## config.mk

```make
export PLATFORM = sky130hd
export DESIGN_NAME = mosaic_fifo
export DESIGN_NICKNAME = d
export VERILOG_FILES = /design/src/rtl/mosaic_fifo.sv
export SDC_FILE = /design/constraint.sdc
export NUM_CORES = 1
export LEC_CHECK = 0
export ABC_AREA = 1
export BUFFER_PORTS_ARGS = -buffer_cell sky130_fd_sc_hd__buf_2
export CORE_MARGIN = 1
export CORE_UTILIZATION = 40
export DETAILED_ROUTE_END_ITERATION = 10
export PLACE_DENSITY = 0.68
export SLEW_MARGIN = 40
export SYNTH_ARGS = -nofsm -noshare
export SYNTH_HDL_FRONTEND = slang
export SYNTH_SLANG_ARGS = --single-unit
```

## constraint.sdc

```tcl
create_clock -name clk -period 1.8 [get_ports clk]
set_clock_uncertainty 0.15 [all_clocks]
set_input_delay 0.27 -clock clk [delete_from_list [all_inputs] [get_ports clk]]
set_output_delay 0.27 -clock clk [all_outputs]
set_load 0.005 [all_outputs]
```

## src/rtl/mosaic_fifo.sv

```systemverilog
// ----------------------------------------------------------------------------
// mosaic_fifo
// small queue of finished block sums between the accumulator and the divider
// ----------------------------------------------------------------------------
module mosaic_fifo #(
    parameter int DATA_W = 8,
    parameter int DEPTH  = 4
) (
    input  logic              clk,
    input  logic              rst_n,
    input  logic              push,
    input  logic [DATA_W-1:0] push_data,
    input  logic              pop,
    output logic [DATA_W-1:0] pop_data,
    output logic              full,
    output logic              empty
);

    localparam int AW = $clog2(DEPTH);

    logic [DATA_W-1:0] mem [DEPTH];
    logic [AW-1:0]     wr_ptr_reg;
    logic [AW-1:0]     rd_ptr_reg;
    logic [AW:0]       count_reg;
    logic [AW-1:0]     wr_ptr_next;
    logic [AW-1:0]     rd_ptr_next;
    logic [AW:0]       count_next;

    assign full     = (count_reg == (AW+1)'(DEPTH));
    assign empty    = (count_reg == '0);
    assign pop_data = mem[rd_ptr_reg];

    always_comb
    begin
        wr_ptr_next = wr_ptr_reg;
        rd_ptr_next = rd_ptr_reg;
        count_next  = count_reg;
        if (push)
        begin
            wr_ptr_next = (wr_ptr_reg == AW'(DEPTH - 1)) ? '0 : wr_ptr_reg + 1'b1;
        end
        if (pop)
        begin
            rd_ptr_next = (rd_ptr_reg == AW'(DEPTH - 1)) ? '0 : rd_ptr_reg + 1'b1;
        end
        case ({push, pop})
            2'b10:   count_next = count_reg + 1'b1;
            2'b01:   count_next = count_reg - 1'b1;
            default: count_next = count_reg;
        endcase
    end

    always_ff @(posedge clk or negedge rst_n)
    begin
        if (!rst_n)
        begin
            wr_ptr_reg <= '0;
            rd_ptr_reg <= '0;
            count_reg  <= '0;
        end
        else
        begin
            wr_ptr_reg <= wr_ptr_next;
            rd_ptr_reg <= rd_ptr_next;
            count_reg  <= count_next;
        end
    end

    always_ff @(posedge clk)
    begin
        if (push)
        begin
            mem[wr_ptr_reg] <= push_data;
        end
    end

endmodule

```

==> results of run 1 <==
-- metrics by stage --
step | utilization (%) | worst slack (ns) | cells | instance area (um^2) | power (mW)
6_report | 49.2 | 0.0941 | 225 | 2000 | 2.95
3_5_place_dp | 45.8 | 0.140 | 215 | 1860 | 2.25
5_1_grt | 49.2 | 0.0226 | 225 | 2000 | 3.15
4_1_cts | 48.7 | 0.0442 | 224 | 1970 | 2.93
2_1_floorplan | - | 0.256 | 146 | 1710 | 1.94
3_3_place_gp | 45.8 | 0.220 | 215 | 1860 | 2.18
-- critical path, delay by kind of cell (launching register included) --
kind / cells / cell delay, ns
buf+inv: 3 / 0.37
simple gates: 2 / 0.16
compound gates: 1 / 0.07
flops: 1 / 0.39
-- cell type report --
| type | instances | area, um^2 |
|---|---|---|
| fillers | 383 | 2060 |
| flip-flops and latches | 39 | 1140 |
| multi-input cells | 71 | 414 |
| repair buffers | 26 | 160 |
| inverters | 31 | 116 |
| clock buffers | 5 | 68.8 |
| well taps | 50 | 62.6 |
| clock inverters | 3 | 38.8 |
-- cells in the mapped netlist (all sizes together) --
cell type,count
buf,5
nand4,1
inv,31
fa,1
o211ai,16
dfrtp,7
nand3,1
o21ai,5
edfxtp,32
ha,6
nor3,2
nor2,1
nand2,36
a21oi,1
xnor2,1
-- layer usage --
layer  up-vias  global-route usage [%]  routed length [um]
li1        540                       -                   -
met1       515                    14.7                1180
met2        24                    24.9                1360
met3        10                    4.39                 123
met4         0                    9.57                  99
met5         -                       0                   0
-- cell families after synthesis --
group,count (synthesis),share of synthesized area [%]
buffers and inverters,36,9.50
adders and majority gates,7,5.55
AOI/OAI and AO/OA,22,8.77
xor gates and xnor gates,1,0.511
DFF,39,66.3
and+or+nand+nor,41,9.35
-- repair_timing --
action,in CTS,in global routing
hold endpoints to repair,7,0
gates resized for setup,0,4
buffers inserted,0,1
hold buffers,1,0
setup endpoints to repair,0,7
-- where the power goes --
| group | switching [mW] | total [mW] | leakage (nW) | internal, mW |
|---|---|---|---|---|
| Sequential | 0.111 | 1.31 | 0.378 | 1.20 |
| Clock | 0.282 | 0.687 | 0.0556 | 0.405 |
| Combinational | 0.554 | 0.953 | 0.472 | 0.399 |
-- worst paths after layout --
path                                    start             to  cells after the start
worst max-delay path            rd_ptr_reg[0]    pop_data[2]                      6
worst min-delay path             push_data[0]      mem[0][0]                      1
worst max register to register  wr_ptr_reg[0]      mem[2][3]                      4
worst min register to register  wr_ptr_reg[0]  wr_ptr_reg[0]                      1
max in group asynchronous               rst_n  wr_ptr_reg[1]                      2
min in group asynchronous               rst_n   count_reg[1]                      2
==> flow_summary.toml, run 1 <==
[power]
worst_ir_drop_vdd_mv = 0.695
power_density_nw_per_um2 = 1480
leakagePower_nw = 0.905

[die]
ios = 22
start_util_pct = 42.2
die_h_um = 67.4
fp-row-count = 23
dieArea_um2 = 4550
die_x_um = 67.4
core_um2 = 4060

[worst_setup_path]
worstPathArrival_ns = 1.29
max_stage_delay_ns = 0.39
reg2reg_slack_ns = 0.31
path_class = "flop to output pin"
cp_data_required_time_ns = 1.38
cp-end-kind = "output pin"
cp_common_cell = "nand2_1"
slowest_stage = "dfrtp_1"
startpoint_type = "flop"
cp_cell_sequence = "inv_2 > buf_8 > nand2_1 > o211ai_1 > nand2_1 > buf_2"
cp_max_fo = 17

[final_layout]
final_cell_mix = "nand2_1, edfxtp_1, inv_1, buf_2, o211ai_1"
area_growth_pct = 16.6
drive_above_1_share_pct = 19.4
fin_nets = 193
largest_reg_flops = 32
antennaDiodeCount = 0
mostFrequentLayoutCell = "nand2_1"

[routing]
ant_nets = 0
wl_per_cell_um = 12.3
num_vias = 1089
drc_errors = 0
routed_via_density = 4.84
dr.pass1.iters = 5
routed_wirelength_um = 2770
drt-initial-drc-count = 29

[global_route]
grt_usage_pct = 14.3
antenna_found_initial = 0
grt_max_degree = 18
first_global_vias = 1054
grt_pass1_wl_um = 4490
gr-total-overflow = 0

[yosys]
syn_inst = 146
syn_nets = 165
yosysWarnings = 0
synth_area_leader_cell = "edfxtp_1"
postSynthAreaPerCell_um2 = 11.7
synth_area_leaders = "edfxtp_1, dfrtp_1, nand2_1, o211ai_1, inv_1"
syn-cell-area_um2 = 1710
synth_cell_types = 18
synth-seq-cells = 39
seq_area_frac_synth_pct = 66.3
synth_top_area_share_pct = 56.1

[hold_path]
hp-class = "input port to flop"

[timing]
slew_headroom_pct = 74.6
post-route-min-period_ns = 1.71
drv_slew = 0
max_freq_mhz = 586
tightest_slew_ns = 0.381
rsz0062_at_grt = "false"
fin_crit_sh_pct = 94.8
hold_viol_final = 0
hold_ws_ns = 0.0451
finalSetupViolations = 0
final.setup.tns_ns = 0

[clock_network]
path_clk_slew_ns = 0.07
cts_max_level = 2
clock-sinks = 39
cts_tree = "built"
clk_latency_ns = 0.28
clock-root-buffer = "clkbuf_8"
cts_buffers = 5
cts_max_path_buffers = 2

[run]
drv_cap = 0

[place]
place_congestion = 0.719
hpwl_um = 1960
place.port_buffers = 21

[status]
status = "finished, final reports clean"
Power figures use the tool's default switching activity.
==> inputs of run 2 (changes only) <==
--- a/config.mk
+++ b/config.mk
@@ -8,9 +8,9 @@
 export ABC_AREA = 1
 export BUFFER_PORTS_ARGS = -buffer_cell sky130_fd_sc_hd__buf_2
 export CORE_MARGIN = 1
-export CORE_UTILIZATION = 40
+export CORE_UTILIZATION = 56
 export DETAILED_ROUTE_END_ITERATION = 10
-export PLACE_DENSITY = 0.68
+export PLACE_DENSITY = 0.87
 export SLEW_MARGIN = 40
 export SYNTH_ARGS = -nofsm -noshare
 export SYNTH_HDL_FRONTEND = slang
==> run 2 against run 1 <==
The run now ends with DRC left. Routed wire length is 8.6% higher. Design area is 0.38% lower. Utilization is 21 points higher. Fmax is 3.0% lower. Sequential power hardly changed. Largest power group unchanged. Highest routed layer unchanged.
==> flow_summary.toml, run 2 (synthesized netlist as in run 1, its figures left out) <==
[worst_setup_path]
cp_data_required_time_ns = 1.38
crit_buf_inv = 3
cp_max_fo = 16
cp-end-kind = "output pin"
cp.depth = 6
cp_common_cell = "nand2_1"
crit_family = "flip-flops"
r2r_cells = 6
path_class = "flop to output pin"
worstPathArrival_ns = 1.34
slowest_stage = "dfrtp_1"
startpoint_type = "flop"
reg2reg_slack_ns = 0.26
max_stage_delay_ns = 0.42
cp_cell_sequence = "inv_2 > buf_8 > nand2_1 > o211ai_1 > nand2_1 > buf_2"

[hold_path]
min_path_cells = 1
hp-class = "input port to flop"

[routing]
drt-initial-drc-count = 28
routed_wirelength_um = 3010
ant_nets = 0
routed_via_density = 5.14
dr_wl_met3_um = 110
num_vias = 1094
dr.pass1.iters = 7
wl_per_cell_um = 14.1
dr_wl_met2_um = 1630
m1WireLength_um = 1240
drc_errors = 2
routed.top_layer = "met4"

[run]
drv_cap = 0

[power]
pwr-share-seq_pct = 48.8
p_int_mw = 1.76
power_mw = 2.71
power.switching_mw = 0.946
combPwrFrac_pct = 36.0
clkPwrFrac_pct = 15.3
power_density_nw_per_um2 = 1360
p_sw_share_pct = 35.0
leakagePower_nw = 0.907
worst_ir_drop_vdd_mv = 0.893

[die]
die_h_um = 57.3
die_x_um = 57.3
dieArea_um2 = 3280
ios = 22
fp-row-count = 19
start_util_pct = 60.5
core_um2 = 2830

[timing]
drv_slew = 0
max_freq_mhz = 569
fin_crit_sh_pct = 97.7
post-route-min-period_ns = 1.76
slew_headroom_pct = 74.4
rsz0062_at_grt = "true"
hold_ws_ns = 0.0314
hold_viol_final = 0
finalWorstSetupSlack_ns = 0.0413
tightest_slew_ns = 0.383
finalSetupViolations = 0

[final_layout]
antennaDiodeCount = 0
area_growth_pct = 16.1
largest_reg_flops = 32
mostFrequentLayoutCell = "nand2_1"
fin_nets = 200
fill_cells = 200
final_cell_mix = "nand2_1, edfxtp_1, inv_1, buf_2, o211ai_1"
drive_above_1_share_pct = 18.7
final_cells = 213
fin_util_pct = 70.3

[global_route]
first_global_vias = 1123
gr-total-overflow = 0
antenna_found_initial = 0
grt_usage_pct = 21.1
grt_pass1_wl_um = 5030
grt_max_degree = 18

[place]
place_inst = 196
place_ws_ns = 0.0935
hpwl_um = 2150
place_congestion = 0.705
place.port_buffers = 21

[clock_network]
cts_buffers = 5
cts_tree = "built"
cts_max_path_buffers = 2
path_clk_slew_ns = 0.11
cts_max_level = 2
clock-sinks = 39
clk_latency_ns = 0.32
clock-root-buffer = "clkbuf_4"

[status]
status = "complete, but fails checks"
violations = "DRC"
-- run 2: cell count changes in the layout (fill, tap and decap cells not counted), sizes merged --
cell | previous run | this run
dlygate4sd3 | 1 | 8
clkinvlp | 0 | 1
clkinv | 2 | 1
bufinv | 1 | 0
clkbuf | 5 | 6
-- run 2: cell type report --
type                       count  area (um^2)  area share (%)
clock buffer                   6         41.3            2.08
inverter                      31          116            5.85
sequential                    39         1140            57.1
multi-input combinational     71          414            20.8
timing repair buffer          33          230            11.6
tap                           31         38.8            1.95
clock inverter                 2         12.5           0.629
-- run 2: worst paths after layout --
path,startpoint,to
max,rd_ptr_reg[0],pop_data[1]
min,push_data[2],mem[3][2]
max reg2reg,count_reg[0],count_reg[2]
min reg2reg,count_reg[2],count_reg[2]
max in group asynchronous,rst_n,rd_ptr_reg[1]
min in group asynchronous,rst_n,count_reg[0]
-- run 2: per-layer routing --
metal / up-vias / GRT usage (%)
li1: 552 / -
met4: 0 / 5.23
met5: - / 0
met2: 18 / 38.2
met3: 4 / 5.22
met1: 520 / 25.6
-- run 2: timing repair --
| action | CTS | global route |
|---|---|---|
| buffers inserted | 0 | 1 |
| resized for setup | 0 | 4 |
| hold endpoints to repair | 35 | 0 |
| pin swaps | 0 | 1 |
| setup endpoints to repair | 6 | 8 |
| hold buffers | 8 | 0 |
-- run 2: power groups by stage --
stage | logic, mW | registers, mW | clock network [mW]
4_1_cts | 0.948 | 1.32 | 0.435
3_5_place_dp | 0.932 | 1.34 | 0
6_report | 0.973 | 1.32 | 0.413
5_1_grt | 1.11 | 1.34 | 0.462
3_3_place_gp | 0.849 | 1.32 | 0
2_1_floorplan | 0.650 | 1.29 | 0
-- run 2: stage by stage --
stage | setup TNS, ns | area [um^2]
2_1_floorplan | 0 | 1710
3_3_place_gp | 0 | 1830
3_5_place_dp | 0 | 1830
4_1_cts | -0.0536 | 1970
5_1_grt | -0.351 | 1990
6_report | 0 | 1990
-- run 2: worst register-to-register path, cell delays in order (launching register included) --
cell,delay [ns]
dfrtp_1,0.43
inv_1,0.08
fa_1,0.45
nand2_1,0.12
nand3_1,0.09
nand2_1,0.07
nand2_1,0.06
==> inputs of run 3 (changes only) <==
--- a/config.mk
+++ b/config.mk
@@ -8,9 +8,9 @@
 export ABC_AREA = 1
 export BUFFER_PORTS_ARGS = -buffer_cell sky130_fd_sc_hd__buf_2
 export CORE_MARGIN = 1
-export CORE_UTILIZATION = 56
+export CORE_UTILIZATION = 39
 export DETAILED_ROUTE_END_ITERATION = 10
-export PLACE_DENSITY = 0.87
+export PLACE_DENSITY = 0.67
 export SLEW_MARGIN = 40
 export SYNTH_ARGS = -nofsm -noshare
 export SYNTH_HDL_FRONTEND = slang
==> run 3 against run 2 <==
The flow now finishes without violations. Cell count is 6.6% higher. Register-to-register slack improved by 0.04 ns. Fmax decreased by 0.36%. Critical path type unchanged. Highest routed layer unchanged.
==> flow_summary.toml, run 3 (synthesized netlist as in run 1, its figures left out) <==
[global_route]
grt_pass1_wl_um = 4390
gr-total-overflow = 0
grt_max_degree = 33
grt_usage_pct = 13.7
antenna_found_initial = 0
first_global_vias = 1016

[timing]
post-route-min-period_ns = 1.77
fin_crit_sh_pct = 98.1
max_freq_mhz = 567
finalWorstSetupSlack_ns = 0.0350
hold_viol_final = 0
slew_headroom_pct = 74.7
rsz0062_at_grt = "true"
finalSetupViolations = 0
tightest_slew_ns = 0.378
drv_slew = 0

[routing]
drt-initial-drc-count = 68
routed_wirelength_um = 2940
num_vias = 1075
dr.pass1.iters = 4
routed_via_density = 4.74
ant_nets = 0
wl_per_cell_um = 13.0
drc_errors = 0

[final_layout]
drive_above_1_share_pct = 24.9
mostFrequentLayoutCell = "edfxtp_1"
final_cell_mix = "edfxtp_1, inv_1, nand2_1, buf_2, o211ai_1"
regArea_um2 = 1140
fin_nets = 195
multi_input_area_um2 = 454
area_growth_pct = 22.1
antennaDiodeCount = 0
fill_cells = 360
largest_reg_flops = 32
final_cells = 227

[run]
drv_cap = 0

[place]
place_congestion = 0.711
hpwl_um = 1880
place.port_buffers = 21
place_ws_ns = 0.169
place_inst = 214

[die]
ios = 22
dieArea_um2 = 4660
core_um2 = 4120
die_x_um = 68.3
fp-row-count = 23
start_util_pct = 41.6
die_h_um = 68.3

[clock_network]
clk_latency_ns = 0.29
cts_max_path_buffers = 2
clock-root-buffer = "clkbuf_8"
cts_buffers = 5
clock-sinks = 39
path_clk_slew_ns = 0.08
cts_tree = "built"
cts_max_level = 2

[worst_setup_path]
reg2reg_slack_ns = 0.30
cp_max_fo = 8
cp-end-kind = "output pin"
startpoint_type = "flop"
r2r_cells = 4
r2r-start = "wr_ptr_reg[0]"
cp_data_required_time_ns = 1.38
slowest_stage = "dfrtp_1"
cp_cell_sequence = "inv_4 > clkbuf_16 > nand2_2 > o211ai_1 > nand2_1 > buf_2"
reg2reg_to = "mem[2][4]"
worstPathArrival_ns = 1.35
max_stage_delay_ns = 0.42
path_class = "flop to output pin"
crit_family = "buffers and inverters"
crit_buf_inv = 3

[hold_path]
hold_end = "mem[0][7]"
min_path_cells = 1
hp-class = "input port to flop"
hold_start = "push_data[7]"

[power]
leakagePower_nw = 0.950
worst_ir_drop_vdd_mv = 0.539
power_density_nw_per_um2 = 1490

[status]
status = "finished, final reports clean"
-- run 3: stage by stage --
| step | total power [mW] | utilization, % | hold slack (ns) | TNS (ns) | area [um^2] |
|---|---|---|---|---|---|
| floorplan | 1.94 | - | -0.176 | 0 | 1710 |
| global placement | 2.20 | 45.2 | -0.0389 | 0 | 1860 |
| detailed placement | 2.26 | 45.2 | -0.0332 | 0 | 1860 |
| CTS | 2.95 | 48.1 | 0.0338 | 0 | 1980 |
| global route | 3.35 | 50.8 | 0.0310 | -0.406 | 2090 |
| finish | 3.11 | 50.8 | 0.0408 | 0 | 2090 |
-- run 3: where the power goes --
part	internal [mW]	switching (mW)	leakage [nW]
combinational	0.496	0.607	0.516
sequential	1.20	0.115	0.378
clock	0.405	0.287	0.0556
total	2.10	1.01	0.950
-- run 3: final cells by class --
cell class	count	share of cell area, %
flip-flops and latches	39	54.3
multi-input cells	71	21.7
repair buffers	28	10.1
inverters	31	5.69
clock buffers	5	3.29
well taps	50	2.99
clock inverters	3	1.86
-- run 3: routing by layer --
metal  routed length [um]  global-route usage (%)
met1                 1210                    14.5
met2                 1550                    24.1
met3                  151                    5.67
met4                   31                    4.69
met5                    0                       0
-- run 3: worst max path at each step --
stage                        from      endpoint  slack (ns)  depth (start not counted)
floorplan                    push  count_reg[2]        0.26                          9
global placement             push  count_reg[2]        0.22                          9
detailed placement           push  count_reg[2]        0.17                          9
CTS                 rd_ptr_reg[0]   pop_data[3]        0.04                          6
global route        rd_ptr_reg[0]   pop_data[5]       -0.07                          5
finish              rd_ptr_reg[0]   pop_data[0]        0.03                          6
-- run 3: what timing repair did --
action                                  in CTS  in global routing
gates resized for setup                      0                 13
endpoints found under the setup margin       0                  8
hold buffers                                 1                  0
buffers inserted                             0                  1
hold endpoints to repair                     7                  0
