**config.mk**
```make
export PLATFORM = sky130hd
export DESIGN_NAME = mosaic_back
export DESIGN_NICKNAME = d
export VERILOG_FILES = /design/src/rtl/mosaic_pkg.sv /design/src/rtl/mosaic_back.sv
export SDC_FILE = /design/constraint.sdc
export NUM_CORES = 1
export LEC_CHECK = 0
export BUFFER_PORTS_ARGS = -buffer_cell sky130_fd_sc_hd__buf_2
export CORE_AREA = 2 2 156 158
export DETAILED_ROUTE_END_ITERATION = 7
export DIE_AREA = 0 0 158 160
export GPL_TIMING_DRIVEN = 0
export PLACE_DENSITY_LB_ADDON = 0.05
export SLEW_MARGIN = 10
export SYNTH_ARGS = -nofsm -noshare
export SYNTH_HDL_FRONTEND = slang
export SYNTH_SLANG_ARGS = --single-unit
export TNS_END_PERCENT = 1
```
**constraint.sdc**
```tcl
create_clock -name clk -period 9.4 [get_ports clk]
set_input_delay 1.88 -clock clk [delete_from_list [all_inputs] [get_ports clk]]
set_output_delay 1.88 -clock clk [all_outputs]
set_load 0.01 [all_outputs]
```
**src/rtl/mosaic_pkg.sv**
```systemverilog
// ----------------------------------------------------------------------------
// mosaic_pkg
// shared constants for the mosaic pixelation block: register indexes,
// register widths and reset values, pixel channel width
// ----------------------------------------------------------------------------
package mosaic_pkg;

    localparam int PIX_W      = 8;
    localparam int STEP_W     = $clog2(PIX_W);

    localparam int CFG_IDX_W  = 2;
    localparam int CFG_DATA_W = 11;
    localparam int SIZE_REG_W = 11;
    localparam int BLK_REG_W  = 7;

    localparam logic [CFG_IDX_W-1:0] REG_IMAGE_WIDTH  = 2'd0;
    localparam logic [CFG_IDX_W-1:0] REG_IMAGE_HEIGHT = 2'd1;
    localparam logic [CFG_IDX_W-1:0] REG_BLOCK_SIZE   = 2'd2;

    localparam int IMAGE_WIDTH_RST  = 640;
    localparam int IMAGE_HEIGHT_RST = 480;
    localparam int BLOCK_SIZE_RST   = 8;

endpackage

```
**src/rtl/mosaic_back.sv**
```systemverilog
// ----------------------------------------------------------------------------
// mosaic_back
// takes finished block sums from the queue, forms the area and divides the
// three sums by it one quotient bit per cycle, then loads the result register
// ----------------------------------------------------------------------------
module mosaic_back
    import mosaic_pkg::*;
#(
    parameter int MAX_WIDTH  = 1024,
    parameter int MAX_HEIGHT = 1024,
    parameter int MAX_BLOCK  = 64,
    parameter int ENT_W      = 95
) (
    input  logic                          clk,
    input  logic                          rst_n,
    input  logic                          fifo_empty,
    input  logic [ENT_W-1:0]              pop_data,
    output logic                          pop,
    output logic                          out_valid,
    input  logic                          out_stall,
    output logic [$clog2(MAX_WIDTH)-1:0]  block_x,
    output logic [$clog2(MAX_HEIGHT)-1:0] block_y,
    output logic [$clog2(MAX_BLOCK):0]    block_w,
    output logic [$clog2(MAX_BLOCK):0]    block_h,
    output logic [PIX_W-1:0]              avg_red,
    output logic [PIX_W-1:0]              avg_green,
    output logic [PIX_W-1:0]              avg_blue,
    output logic                          frame_last
);

    localparam int XW     = $clog2(MAX_WIDTH);
    localparam int YW     = $clog2(MAX_HEIGHT);
    localparam int CW     = $clog2(MAX_BLOCK);
    localparam int BLK_W  = CW + 1;
    localparam int SUM_W  = PIX_W + 2 * CW;
    localparam int AREA_W = 2 * BLK_W;
    localparam int DSH_W  = AREA_W + PIX_W - 1;

    localparam logic [1:0] B_IDLE = 2'd0;
    localparam logic [1:0] B_AREA = 2'd1;
    localparam logic [1:0] B_DIV  = 2'd2;
    localparam logic [1:0] B_DONE = 2'd3;

    typedef struct packed {
        logic [XW-1:0]    x;
        logic [YW-1:0]    y;
        logic [BLK_W-1:0] w;
        logic [BLK_W-1:0] h;
        logic [SUM_W-1:0] sum_r;
        logic [SUM_W-1:0] sum_g;
        logic [SUM_W-1:0] sum_b;
        logic             last;
    } ent_t;

    logic [1:0]        state_reg;
    logic [1:0]        state_next;
    logic [STEP_W-1:0] step_reg;
    ent_t              ent_reg;
    logic [DSH_W-1:0]  dsh_reg;
    logic [SUM_W-1:0]  rem_r_reg;
    logic [SUM_W-1:0]  rem_g_reg;
    logic [SUM_W-1:0]  rem_b_reg;
    logic [PIX_W-1:0]  q_r_reg;
    logic [PIX_W-1:0]  q_g_reg;
    logic [PIX_W-1:0]  q_b_reg;
    logic              ov_reg;
    logic [XW-1:0]     bx_reg;
    logic [YW-1:0]     by_reg;
    logic [BLK_W-1:0]  bw_reg;
    logic [BLK_W-1:0]  bh_reg;
    logic [PIX_W-1:0]  ar_reg;
    logic [PIX_W-1:0]  ag_reg;
    logic [PIX_W-1:0]  ab_reg;
    logic              fl_reg;

    logic [AREA_W-1:0] area;
    logic              ge_r;
    logic              ge_g;
    logic              ge_b;
    logic              load_out;
    logic              out_taken;

    assign area      = AREA_W'(ent_reg.w) * AREA_W'(ent_reg.h);
    assign ge_r      = (DSH_W'(rem_r_reg) >= dsh_reg);
    assign ge_g      = (DSH_W'(rem_g_reg) >= dsh_reg);
    assign ge_b      = (DSH_W'(rem_b_reg) >= dsh_reg);
    assign pop       = (state_reg == B_IDLE) && !fifo_empty;
    assign out_taken = ov_reg && !out_stall;
    assign load_out  = (state_reg == B_DONE) && (!ov_reg || !out_stall);

    assign out_valid  = ov_reg;
    assign block_x    = bx_reg;
    assign block_y    = by_reg;
    assign block_w    = bw_reg;
    assign block_h    = bh_reg;
    assign avg_red    = ar_reg;
    assign avg_green  = ag_reg;
    assign avg_blue   = ab_reg;
    assign frame_last = fl_reg;

    always_comb
    begin
        state_next = state_reg;
        case (state_reg)
            B_IDLE:
            begin
                if (!fifo_empty)
                begin
                    state_next = B_AREA;
                end
            end
            B_AREA: state_next = B_DIV;
            B_DIV:
            begin
                if (step_reg == STEP_W'(PIX_W - 1))
                begin
                    state_next = B_DONE;
                end
            end
            B_DONE:
            begin
                if (load_out)
                begin
                    state_next = B_IDLE;
                end
            end
            default: state_next = B_IDLE;
        endcase
    end

    always_ff @(posedge clk or negedge rst_n)
    begin
        if (!rst_n)
        begin
            state_reg <= B_IDLE;
            step_reg  <= '0;
            ov_reg    <= 1'b0;
        end
        else
        begin
            state_reg <= state_next;
            if (state_reg == B_DIV)
            begin
                step_reg <= step_reg + 1'b1;
            end
            else
            begin
                step_reg <= '0;
            end
            if (load_out)
            begin
                ov_reg <= 1'b1;
            end
            else if (out_taken)
            begin
                ov_reg <= 1'b0;
            end
        end
    end

    // restoring division, quotient known to fit in a pixel
    always_ff @(posedge clk)
    begin
        case (state_reg)
            B_IDLE:
            begin
                if (!fifo_empty)
                begin
                    ent_reg <= ent_t'(pop_data);
                end
            end
            B_AREA:
            begin
                dsh_reg   <= {area, {(PIX_W - 1){1'b0}}};
                rem_r_reg <= ent_reg.sum_r;
                rem_g_reg <= ent_reg.sum_g;
                rem_b_reg <= ent_reg.sum_b;
            end
            B_DIV:
            begin
                dsh_reg <= dsh_reg >> 1;
                q_r_reg <= {q_r_reg[PIX_W-2:0], ge_r};
                q_g_reg <= {q_g_reg[PIX_W-2:0], ge_g};
                q_b_reg <= {q_b_reg[PIX_W-2:0], ge_b};
                if (ge_r)
                begin
                    rem_r_reg <= rem_r_reg - SUM_W'(dsh_reg);
                end
                if (ge_g)
                begin
                    rem_g_reg <= rem_g_reg - SUM_W'(dsh_reg);
                end
                if (ge_b)
                begin
                    rem_b_reg <= rem_b_reg - SUM_W'(dsh_reg);
                end
            end
            default:
            begin
                dsh_reg <= dsh_reg;
            end
        endcase
    end

    always_ff @(posedge clk)
    begin
        if (load_out)
        begin
            bx_reg <= ent_reg.x;
            by_reg <= ent_reg.y;
            bw_reg <= ent_reg.w;
            bh_reg <= ent_reg.h;
            ar_reg <= q_r_reg;
            ag_reg <= q_g_reg;
            ab_reg <= q_b_reg;
            fl_reg <= ent_reg.last;
        end
    end

endmodule

```
==> results.txt, run 1 <==
The flow ran to the end, and the final reports show no timing, DRC or antenna violations. Counting the buffers created by CTS gives 29. The maximum buffer depth of the clock tree was 3; the pin count of the biggest net entering global routing was 34.

The cell repeated most along the worst path is sky130_fd_sc_hd__buf_2. Number of placed I/O pins: 160. The final hold violation count is 0, and the mapped cell area is 13700 um2. Traced cell by cell, the critical path runs through buf_2, nor2b_4, buf_12, buf_2.

For this design, the slowest cell found on the critical path is sky130_fd_sc_hd__nor2b_4. The tools report the master cell of the clock root buffer as sky130_fd_sc_hd__clkbuf_16. The run gives 4770 ps as the slack of the worst reg-to-reg path. The pre-antenna-repair detailed-routing pass consisted of 5 iterations. The total global-route track usage was 23.4%; the quantity of gates resized following cts was 0.

The total global routing overflow is 0. For the required time at the worst-slack endpoint, the log shows 7520 ps. The path type of the worst min-delay path was reg -> reg. Dividing the detail-routed wire length by the instance count gives 18.5 um.

The source of the critical timing path is fifo_empty. The run gives 0 as the number of maximum-capacitance constraint violations. The worst setup path category was in -> out. In this run, synthesis inferred 259 flip-flops with an integrated enable.

The number of rows in the core area was 57; the count of routing violations after the opening detailed-route iteration was 601. Count of input and output buffers: 159. The family with the most delay on the worst path was buffers and inverters. For the area of the placeable core, the log shows 23800 um2.

Together, buffers and inverters on the worst path number 3. The height of the chip was 160 um. After clock tree synthesis, the clock-pin slew on the worst setup and hold paths is 60 ps. Cells with a size suffix above 1 make up 22.0% of the layout.

H-tree depth: 1. For this run, the leading register cell type out of synthesis is sky130_fd_sc_hd__edfxtp_1. The worst pin sits at a relative slew slack of 33.3%.

Dividing the final minimum period by the clock period gives 50.1%. Final weighted congestion in routability-driven placement: 0.920. The biggest area contributor in the post-synthesis netlist is sky130_fd_sc_hd__edfxtp_1. The number of flip-flops in the largest register is 95. The global-route wire length before repair came out at 45.8 mm. The floorplan step defined a die boundary enclosing 25300 um2. The floorplan die width came out at 158 um. The tools report the final antenna-violating net count as 0. In the final design database the tool counted 1461 nets. The run gives 7.36 ps as the final setup skew.

Setup violations remaining at the end of the flow were counted as 0. Setup repair after global routing left no endpoint under its margin. The number of antenna violations at the first check in global routing came out at 1. The via count of the first global-routing pass is 8900. For this run, the slowest stage of the critical path takes 380 ps. The library cell used most frequently in the layout, excluding fill and tap cells, is sky130_fd_sc_hd__edfxtp_1.

The actual slew at the worst max-slew pin was 1000 ps; the number of pins with negative max-slew slack in the final report was 0. Yosys mapped the design onto 71 distinct sky130hd cell types. The top cell type's share of synthesized area came out at 57.0%.

The run gives 58.1% as the sequential share of the synthesized area. Setup slack after placement: 4660 ps. The number of DRC violations after detailed routing was 0.

The worst register-to-register path ends at dsh_reg[18]. The top cell types in the final layout, fill and taps aside, are 259 x sky130_fd_sc_hd__edfxtp_1, 161 x sky130_fd_sc_hd__buf_2, 98 x sky130_fd_sc_hd__ha_1. The tools report the reg-to-reg critical path startpoint as ent_reg[71]. For the count of buffers added by post-CTS timing repair for setup, the log shows 0. The tools report the sort of element at the start of the critical path as a primary input. The final worst setup slack was 4690 ps. The sum of net half-perimeters after detailed placement is 21.2 mm, and the upper clock frequency limit is 0.212 GHz.

Number of cells on the critical path: 4. The path depth of the worst reg2reg path was 16; the post-synth net total was 1262. The later pin in the worst-skew pair is clocked with a latency of 530 ps. The worst setup path is captured at an output port.

Counting every instance in the synthesized netlist gives 1037. Buffers inserted to repair hold after CTS numbered 0. The post-synthesis to final-layout area growth is 17.3%. The destination of the critical timing path is pop. Of all flip-flops after synthesis, the portion carrying an async set or reset was 2.26%. The run gives 57.3% as the initial cell density of the core. By area the synthesized netlist is led by sky130_fd_sc_hd__edfxtp_1 57%, sky130_fd_sc_hd__ha_1 9.1%, sky130_fd_sc_hd__fa_1 4.0%.

The total vias in the final route was 8849; the vias per cell was 5.59. For this block, the routed nets add up to 29.3 mm of wire. The post-synthesis area per instance is 13.2 um2, and the yosys synthesis warning count is 0. The synthesized design contains 265 register bits.

In this run the worst path has a maximum fanout of 31. TritonCTS built the clock tree. The tools report the clock net sink count as 265. The signal arrival time at the worst endpoint was 2830 ps; the clock period minus final worst setup slack was 4710 ps.
## cell type report
type / instances / area, um2
clock buffer: 34 / 744
tap: 324 / 405
clock inverter: 19 / 178
timing repair buffer: 168 / 983
fill: 1851 / 7800
inverter: 68 / 255
multi-input combinational: 677 / 5410
sequential: 265 / 7930
antenna: 1 / 2.50
buffer: 27 / 111
## logic make-up (layout without fill, tap and decap cells)
group,after synthesis,after routing,synth area share (%)
buffers and inverters,95,316,2.69
XOR/XNOR,47,47,3.01
adder cells (fa/ha/maj),126,126,13.0
other,0,1,0
multiplexers,39,39,3.25
AO/OA/AOI/OAI,218,218,10.7
AND/OR/NAND/NOR,247,247,9.28
flip-flops,265,265,58.1
## worst min path at each step
stage / from / endpoint / depth (start not counted) / slack, ps
final: q_g_reg[7] / avg_green[7] / 0 / 420
after global routing: ent_reg[94] / block_x[9] / 0 / 420
after detailed placement: q_g_reg[7] / avg_green[7] / 0 / 400
after floorplan: q_b_reg[7] / avg_blue[7] / 0 / 400
after CTS: ent_reg[94] / block_x[9] / 0 / 420
after global placement: ent_reg[83] / block_y[8] / 0 / 400
## per-layer routing
layer | GRT usage, % | vias to the layer above | wire length, um
met1 | 33.2 | 4259 | 12800
met4 | 6.39 | 0 | 599
met2 | 38.1 | 291 | 13900
li1 | - | 4260 | -
met5 | 0 | - | 0
met3 | 3.26 | 39 | 1940
## Yosys cell counts (7+ instances only)
master	number
sky130_fd_sc_hd__mux2_2	35
sky130_fd_sc_hd__a211oi_1	9
sky130_fd_sc_hd__nand2b_1	7
sky130_fd_sc_hd__nor2b_1	8
sky130_fd_sc_hd__nand4_1	11
sky130_fd_sc_hd__a21oi_1	62
sky130_fd_sc_hd__and2_1	44
sky130_fd_sc_hd__o21a_1	9
sky130_fd_sc_hd__o31ai_1	8
sky130_fd_sc_hd__nor3_1	13
sky130_fd_sc_hd__nor2_1	49
sky130_fd_sc_hd__a31oi_1	10
sky130_fd_sc_hd__nand2_1	69
sky130_fd_sc_hd__xor2_1	16
sky130_fd_sc_hd__ha_1	99
sky130_fd_sc_hd__xnor2_1	31
sky130_fd_sc_hd__o21ai_0	44
sky130_fd_sc_hd__edfxtp_1	259
sky130_fd_sc_hd__fa_1	27
sky130_fd_sc_hd__inv_1	68
sky130_fd_sc_hd__nand3_1	14
sky130_fd_sc_hd__a21o_1	21
sky130_fd_sc_hd__clkbuf_1	21
## metrics by stage
stage | setup TNS, ps | instance area (um2) | utilization [%] | hold WS [ps] | cells
3_3_place_gp | -1310 | 14900 | 62.4 | 400 | 1520
6_report | 0 | 16000 | 67.2 | 419 | 1583
3_5_place_dp | 0 | 15100 | 63.4 | 405 | 1529
2_1_floorplan | 0 | 13700 | - | 400 | 1037
4_1_cts | 0 | 16000 | 67.2 | 415 | 1582
5_1_grt | 0 | 16000 | 67.2 | 421 | 1583
## worst register-to-register path, delay by kind of cell (launching register included)
kind | cells | cell delay [ps]
simple gates | 1 | 220
xor+xnor | 1 | 180
fa+ha+maj | 5 | 2370
flops | 1 | 520
buf+inv | 4 | 190
compound gates | 5 | 890
Power of run 1 is left out: the tool's default activity adds up to more than one toggle a clock period on the data nets, which glitch-free logic cannot reach.
==> run 2, diff against run 1 <==
Clock period 9.4 ns to 4.7 ns, I/O delays scaled along.
==> run 2 against run 1 <==
Via count grew 0.76%. Critical path type is now reg -> reg. Critical path depth up 12. Highest routed layer unchanged. Sequential share of layout area decreased by 0.20 points. Register-to-register slack got worse by 4500 ps.
==> results.txt, run 2 (same netlist as run 1, synthesis figures left out) <==
The clock net in this run drives a total of 265 sinks. The height of the chip works out to 160 um. At the end of routability-driven placement, the weighted congestion stood at 0.907.

Data on the critical path is required at its endpoint by 4980 ps. In the final routed layout, each cell accounts on average for 18.4 um. In this run the tightest slew margin relative to its limit is 34.2%. The run gives 3 as the maximum buffer depth of the clock tree. Global routing used 23.2% of the available tracks. The first global-routing pass estimated 45.2 mm of wire. The tools report the reg-to-reg endpoint as dsh_reg[18].

In this run the register-to-register setup slack is 220 ps. The master cell of the clock root buffer was sky130_fd_sc_hd__clkbuf_16. Final hold violation count: 0.

Leaving out fill and tap cells, the most frequent cells in the layout are 259 x sky130_fd_sc_hd__edfxtp_1, 161 x sky130_fd_sc_hd__buf_2, 98 x sky130_fd_sc_hd__ha_1. The number of pins with negative max-slew slack in the final report was 0; the clock latency of the later-clocked register in the worst-skew pair was 550 ps. Input and output buffers added on the ports amount to 159.

Hold timing on the final database bottoms out at a slack of 195 ps. The H-tree depth is 1. The critical path in this run is classified as reg -> reg. The largest fanout of any net on the critical path works out to 8. At the end of the flow, the number of nets in the layout was 1475. For the worst flop-to-flop path, the logic depth is 16.

The final layout contains routed wiring with a total length of 29.3 mm. The tools report the sequential cell area in the final layout as 7930 um2. Clock-pin slew was measured on the worst setup and hold paths at 60 ps. In this run the standard cell core region covers 23800 um2.

The run finished with clean final reports. The worst setup path is captured at a flop. The layout has 1815 filler cells. The via count of the first global-routing pass was 8652; the multi-input combinational cell area was 5420 um2. Tracing the worst setup path back leads to its startpoint at ent_reg[62]. Number of placed I/O pins: 160. The sum of net half-perimeters after detailed placement is 21.3 mm.

The tools report the sort of element at the start of the critical path as a flop. The total overflow left after global routing is 0. Clock skew on the completed layout was measured at 10.1 ps. The total vias in the final route is 8916. Before antenna repair, the detailed router went through 5 iterations. Destination of the critical timing path: dsh_reg[18]. The actual slew at the worst max-slew pin works out to 987 ps.

Setup repair after global routing left no endpoint under its margin. Leaving out fill and tap cells, the most frequent cell in the layout is sky130_fd_sc_hd__edfxtp_1. The run gives 0 as the final antenna-violating net count. The tools report the reg-to-reg critical path startpoint as ent_reg[62].

The logs give 666 for the count of routing violations after the opening detailed-route iteration and 1 for the number of antenna violations at the first check in global routing. The number of rows in the core area was 57; the die area was 25300 um2. TritonCTS built the clock tree.

Setup violations remaining at the end of the flow were counted as 0. For this run, design rule violations remaining after detail routing come to 0. After detailed routing, the number of vias per cell comes to 5.59. Entering global routing, the biggest net connects 33 pins. Once the floorplan was initialized, standard cells occupied 57.3% of the core.

Buffers inserted during clock tree synthesis total 29. Relative to the synthesized area, the layout overhead comes to 17.8%. The register with the most flip-flops in the layout has 95 of them. The upper clock frequency limit is 0.223 GHz, and the signal arrival time at the worst endpoint is 4760 ps. Counting I/O delays and the setup requirement, the final critical path takes 4480 ps.

Post-route fraction of the period consumed by the critical path: 95.2%. The floorplan step set the die width to 158 um. In this run the worst hold path is classified as in -> async. In the final layout, the share of cells above drive strength 1 is 22.8%.

Max-cap violations in this run came to 0.
run 2: changes by cell type in the layout (fill, tap and decap cells not counted), sizes merged:
cell / before / now
buf: 174 / 188
bufinv: 3 / 2
clkbuf: 55 / 61
clkinv: 12 / 6
clkinvlp: 3 / 2
inv: 69 / 70
run 2: worst max-delay path, stage by stage, from the launching register on:
cell and delay (ps):
sky130_fd_sc_hd__edfxtp_1 500, sky130_fd_sc_hd__and2_1 220, sky130_fd_sc_hd__fa_1 480, sky130_fd_sc_hd__inv_1 50, sky130_fd_sc_hd__fa_1 470, sky130_fd_sc_hd__inv_1 60
sky130_fd_sc_hd__fa_1 530, sky130_fd_sc_hd__inv_1 50, sky130_fd_sc_hd__fa_1 520, sky130_fd_sc_hd__inv_1 40, sky130_fd_sc_hd__ha_1 310, sky130_fd_sc_hd__o21a_1 170
sky130_fd_sc_hd__o21ai_0 210, sky130_fd_sc_hd__a21oi_1 100, sky130_fd_sc_hd__o41ai_2 240, sky130_fd_sc_hd__xor2_1 170, sky130_fd_sc_hd__o21ai_0 80
run 2: stage by stage:
stage | util, % | TNS (ps) | cell area [um2] | std cells | worst slack (ps)
2_1_floorplan | - | -65850 | 13700 | 1037 | -1120
3_3_place_gp | 62.4 | -258290 | 14900 | 1520 | -3160
3_5_place_dp | 63.2 | 0 | 15100 | 1528 | 78.0
4_1_cts | 67.0 | 0 | 16000 | 1580 | 71.2
5_1_grt | 67.5 | 0 | 16100 | 1596 | 34.9
6_report | 67.5 | 0 | 16100 | 1596 | 224
run 2: worst min-delay path by stage:
stage | from | end | slack, ps | cells past startpoint
after global routing | rst_n | step_reg[1] | 190 | 1
after CTS | rst_n | step_reg[1] | 180 | 1
final | rst_n | step_reg[0] | 200 | 1
after global placement | ent_reg[93] | block_x[8] | 400 | 0
after floorplan | q_b_reg[7] | avg_blue[7] | 400 | 0
after detailed placement | ent_reg[85] | block_x[0] | 410 | 0
run 2: layout make-up:
type | instances | share of cell area, %
clock buffer | 40 | 4.77
buffer | 27 | 0.692
tap | 324 | 2.52
clock inverter | 12 | 0.817
multi-input combinational | 677 | 33.7
sequential | 265 | 49.3
antenna | 1 | 0.0156
inverter | 68 | 1.59
timing repair buffer | 182 | 6.62
run 2: layer usage:
| metal | global-route usage [%] | wire length (um) | up-vias |
|---|---|---|---|
| met5 | 0 | 0 | - |
| met1 | 32.4 | 12900 | 4289 |
| met3 | 3.50 | 1700 | 57 |
| li1 | - | - | 4284 |
| met4 | 8.07 | 862 | 0 |
| met2 | 37.2 | 13800 | 286 |
run 2: repair_timing:
action / in CTS / in global routing
setup buffers: 0 / 15
endpoints found under the setup margin: 0 / 2
hold buffers: 0 / 0
gates resized for setup: 0 / 1
Power of run 2 is left out for the same reason.
==> run 3, diff against run 2 <==
Settings changed: CORE_AREA 2 2 156 158 to 2 2 164 166, DIE_AREA 0 0 158 160 to 0 0 166 168.
Clock period 4.7 ns to 3.8 ns, I/O delays scaled along.
==> run 3 against run 2 <==
The run now ends with negative setup slack left. Critical path depth did not move. Sequential cell count did not move. Clock skew is 15 ps higher. Critical path type unchanged. Largest cell class unchanged. Worst hold slack better by 180 ps. Maximum frequency grew 7.6%. Global-route usage fell by 2.5 points.
==> results.txt, run 3 (same netlist as run 1, synthesis figures left out) <==
The number of maximum-capacitance constraint violations was 0; the area of the placeable core was 26400 um2. Detailed placement ended at an HPWL of 21.1 mm. The startpoint of the worst hold path is pop_data[80]. In the routed layout, each cell is associated on average with a via count of 5.47.

The master cell of the clock root buffer is sky130_fd_sc_hd__clkbuf_16. For this run the aggregate overflow at the end of global routing stands at 0. Setup violations remaining at the end of the flow were counted as 7. The worst path uses 109% of the clock period. At the end of the flow, the number of nets in the layout was 1489. The overall routed net length is 28.9 mm, and the path depth of the worst reg2reg path is 16. The sequential cell area in the final layout came out at 7930 um2. The number of rows in the core area was 60; the number of buffers created by CTS was 30. TritonCTS built the clock tree. For this run, the top clock speed supported by timing is 0.240 GHz.

The run gives 160 as the number of placed I/O pins. At the later pin of the worst-skew pair, clock insertion delay measures 560 ps. The worst hold path depth was 1.

For this run, the slowest stage of the critical path takes 530 ps. The critical path is of the reg -> reg type. The final worst setup slack is -359 ps. Detailed routing inserted a total of 8907 vias. Measured against its own limit, the worst slew margin works out to 30.5%. The via count of the first global-routing pass was 8555. The number of flip-flops in the largest register was 95. The die covers 27900 um2.

The die is 168 um tall. Buffers placed on the I/O ports in this run total 159. Leaving out fill and tap cells, the most frequent cells in the layout are 259 x sky130_fd_sc_hd__edfxtp_1, 161 x sky130_fd_sc_hd__buf_2, 96 x sky130_fd_sc_hd__ha_1.

Walking the worst path, the cells encountered are and2_4, fa_1, inv_1, fa_1, inv_1, fa_1, inv_1, fa_1, inv_2, ha_4, o21a_1, o21ai_2, a21oi_2, o41ai_2, xor2_1, o21ai_1. For the worst setup path, the data arrival time is 4450 ps. The largest fanout of any net on the critical path is 3. The tools report the initial cell density of the core as 51.8%. The first-pass iteration count of the detailed router was 4.

The global-route wire length before repair came out at 45.6 mm. Post-route setup TNS: -1660 ps. The H-tree depth was 1; the floorplan die width was 166 um. Source of the critical timing path: ent_reg[62].

The run gives 1 as the number of antenna violations at the first check in global routing. STA classifies the critical path startpoint as a flop. The actual slew at the worst max-slew pin was 1040 ps; the clock net sink count was 265. The clock arrives with 24.7 ps of skew.

In this run the remaining antenna-violating nets after routing total 0. Final hold violation count: 0. The flow ran to the end, but the final reports show violations. Clock-pin slew was measured on the worst setup and hold paths at 60 ps. The tools report the final weighted congestion in routability-driven placement as 0.922. For this run, global-route usage on met2 was measured as 32.7%. Cells with a size suffix above 1 make up 24.9% of the layout. The cell repeated most along the worst path was sky130_fd_sc_hd__fa_1.

The commonest non-fill, non-tap cell in the layout is sky130_fd_sc_hd__edfxtp_1. The multi-input combinational cells in the finished layout cover a total of 5490 um2. The endpoint class of the critical path is a flop.

STA puts the critical path data required time at 4090 ps. The path class of the tightest hold or removal check is in -> reg. The clock passes through at most 3 buffers. After layout, the minimum clock period comes to 4160 ps. The met1 usage in global routing was 29.8%; the detailed-route wire length per cell was 17.8 um. In this run, the number of DRC markers left after iteration 0 of detailed routing was 605. In the routed design, unresolved DRC markers number 0. The routing layer with the top usage in global route is met2. Cell with the largest stage delay on the worst path: sky130_fd_sc_hd__fa_1. Setup repair after global routing could not meet its margin everywhere. The checks that failed: negative setup slack. For the number of pins with negative max-slew slack in the final report, the log shows 0. Entering global routing, the biggest net connects 34 pins.

The reg-to-reg critical path startpoint was ent_reg[62]. The area growth from synthesis to layout is 19.8%. The total global-route track usage is 20.6%. The logs give 2099 for the fill cell total of the finished layout and 3.57% for the global routing usage on met3.
-- run 3: cell types whose count changed in the layout (fill, tap and decap cells not counted), moves of 3 or more --
cell                       change
sky130_fd_sc_hd__buf_4        +11
sky130_fd_sc_hd__a21oi_2       +3
sky130_fd_sc_hd__clkbuf_1      -8
sky130_fd_sc_hd__clkinv_1      +7
sky130_fd_sc_hd__buf_16        +3
sky130_fd_sc_hd__o21ai_0       -3
sky130_fd_sc_hd__and2_1        -4
sky130_fd_sc_hd__a21oi_1       -3
sky130_fd_sc_hd__and2_4        +4
-- run 3: final cells by class --
cell class	count	share of cell area, %
multi-input combinational	677	33.5
buffer	27	0.688
clock inverter	21	1.08
timing repair buffer	195	7.36
inverter	68	1.56
clock buffer	34	4.68
tap	341	2.61
antenna	1	0.0153
sequential	265	48.5
-- run 3: worst paths after layout --
kind / endpoint / slack (ps)
max in group asynchronous: step_reg[2] / 3060
min in group asynchronous: out_valid / 570
worst max register to register: dsh_reg[18] / -360
worst max-delay path: dsh_reg[18] / -360
worst min register to register: block_y[8] / 410
worst min-delay path: ent_reg[80] / 370
-- run 3: critical path, delay by kind of cell (launching register included) --
family | cells | cell delay [ps]
fa+ha+maj | 5 | 2170
compound gates | 5 | 740
flops | 1 | 430
simple gates | 1 | 190
xor+xnor | 1 | 190
buf+inv | 4 | 180
-- run 3: what timing repair did --
item,in CTS,in global routing
resized for setup,9,3
hold endpoints to repair,4,0
endpoints found under the setup margin,28,8
buffers inserted,15,11
hold buffers,1,0
pin swaps,7,3
-- run 3: metrics by stage --
step / instance area, um2 / hold slack (ps) / worst slack [ps] / util (%) / cells
after floorplan: 13700 / 400 / -298 / - / 1037
after global placement: 14900 / 400 / -2030 / 56.6 / 1537
after CTS: 16300 / 349 / -366 / 61.7 / 1617
after detailed placement: 15200 / 405 / -576 / 57.5 / 1546
after global routing: 16400 / 345 / -564 / 62.1 / 1629
final: 16400 / 371 / -359 / 62.1 / 1629
-- run 3: metal layers --
layer	wire length [um]	share of wire, %
met3	1570	5.4
met1	13500	47
met2	13200	46
met5	0	0
met4	671	2.3
Power of run 3 is left out for the same reason.
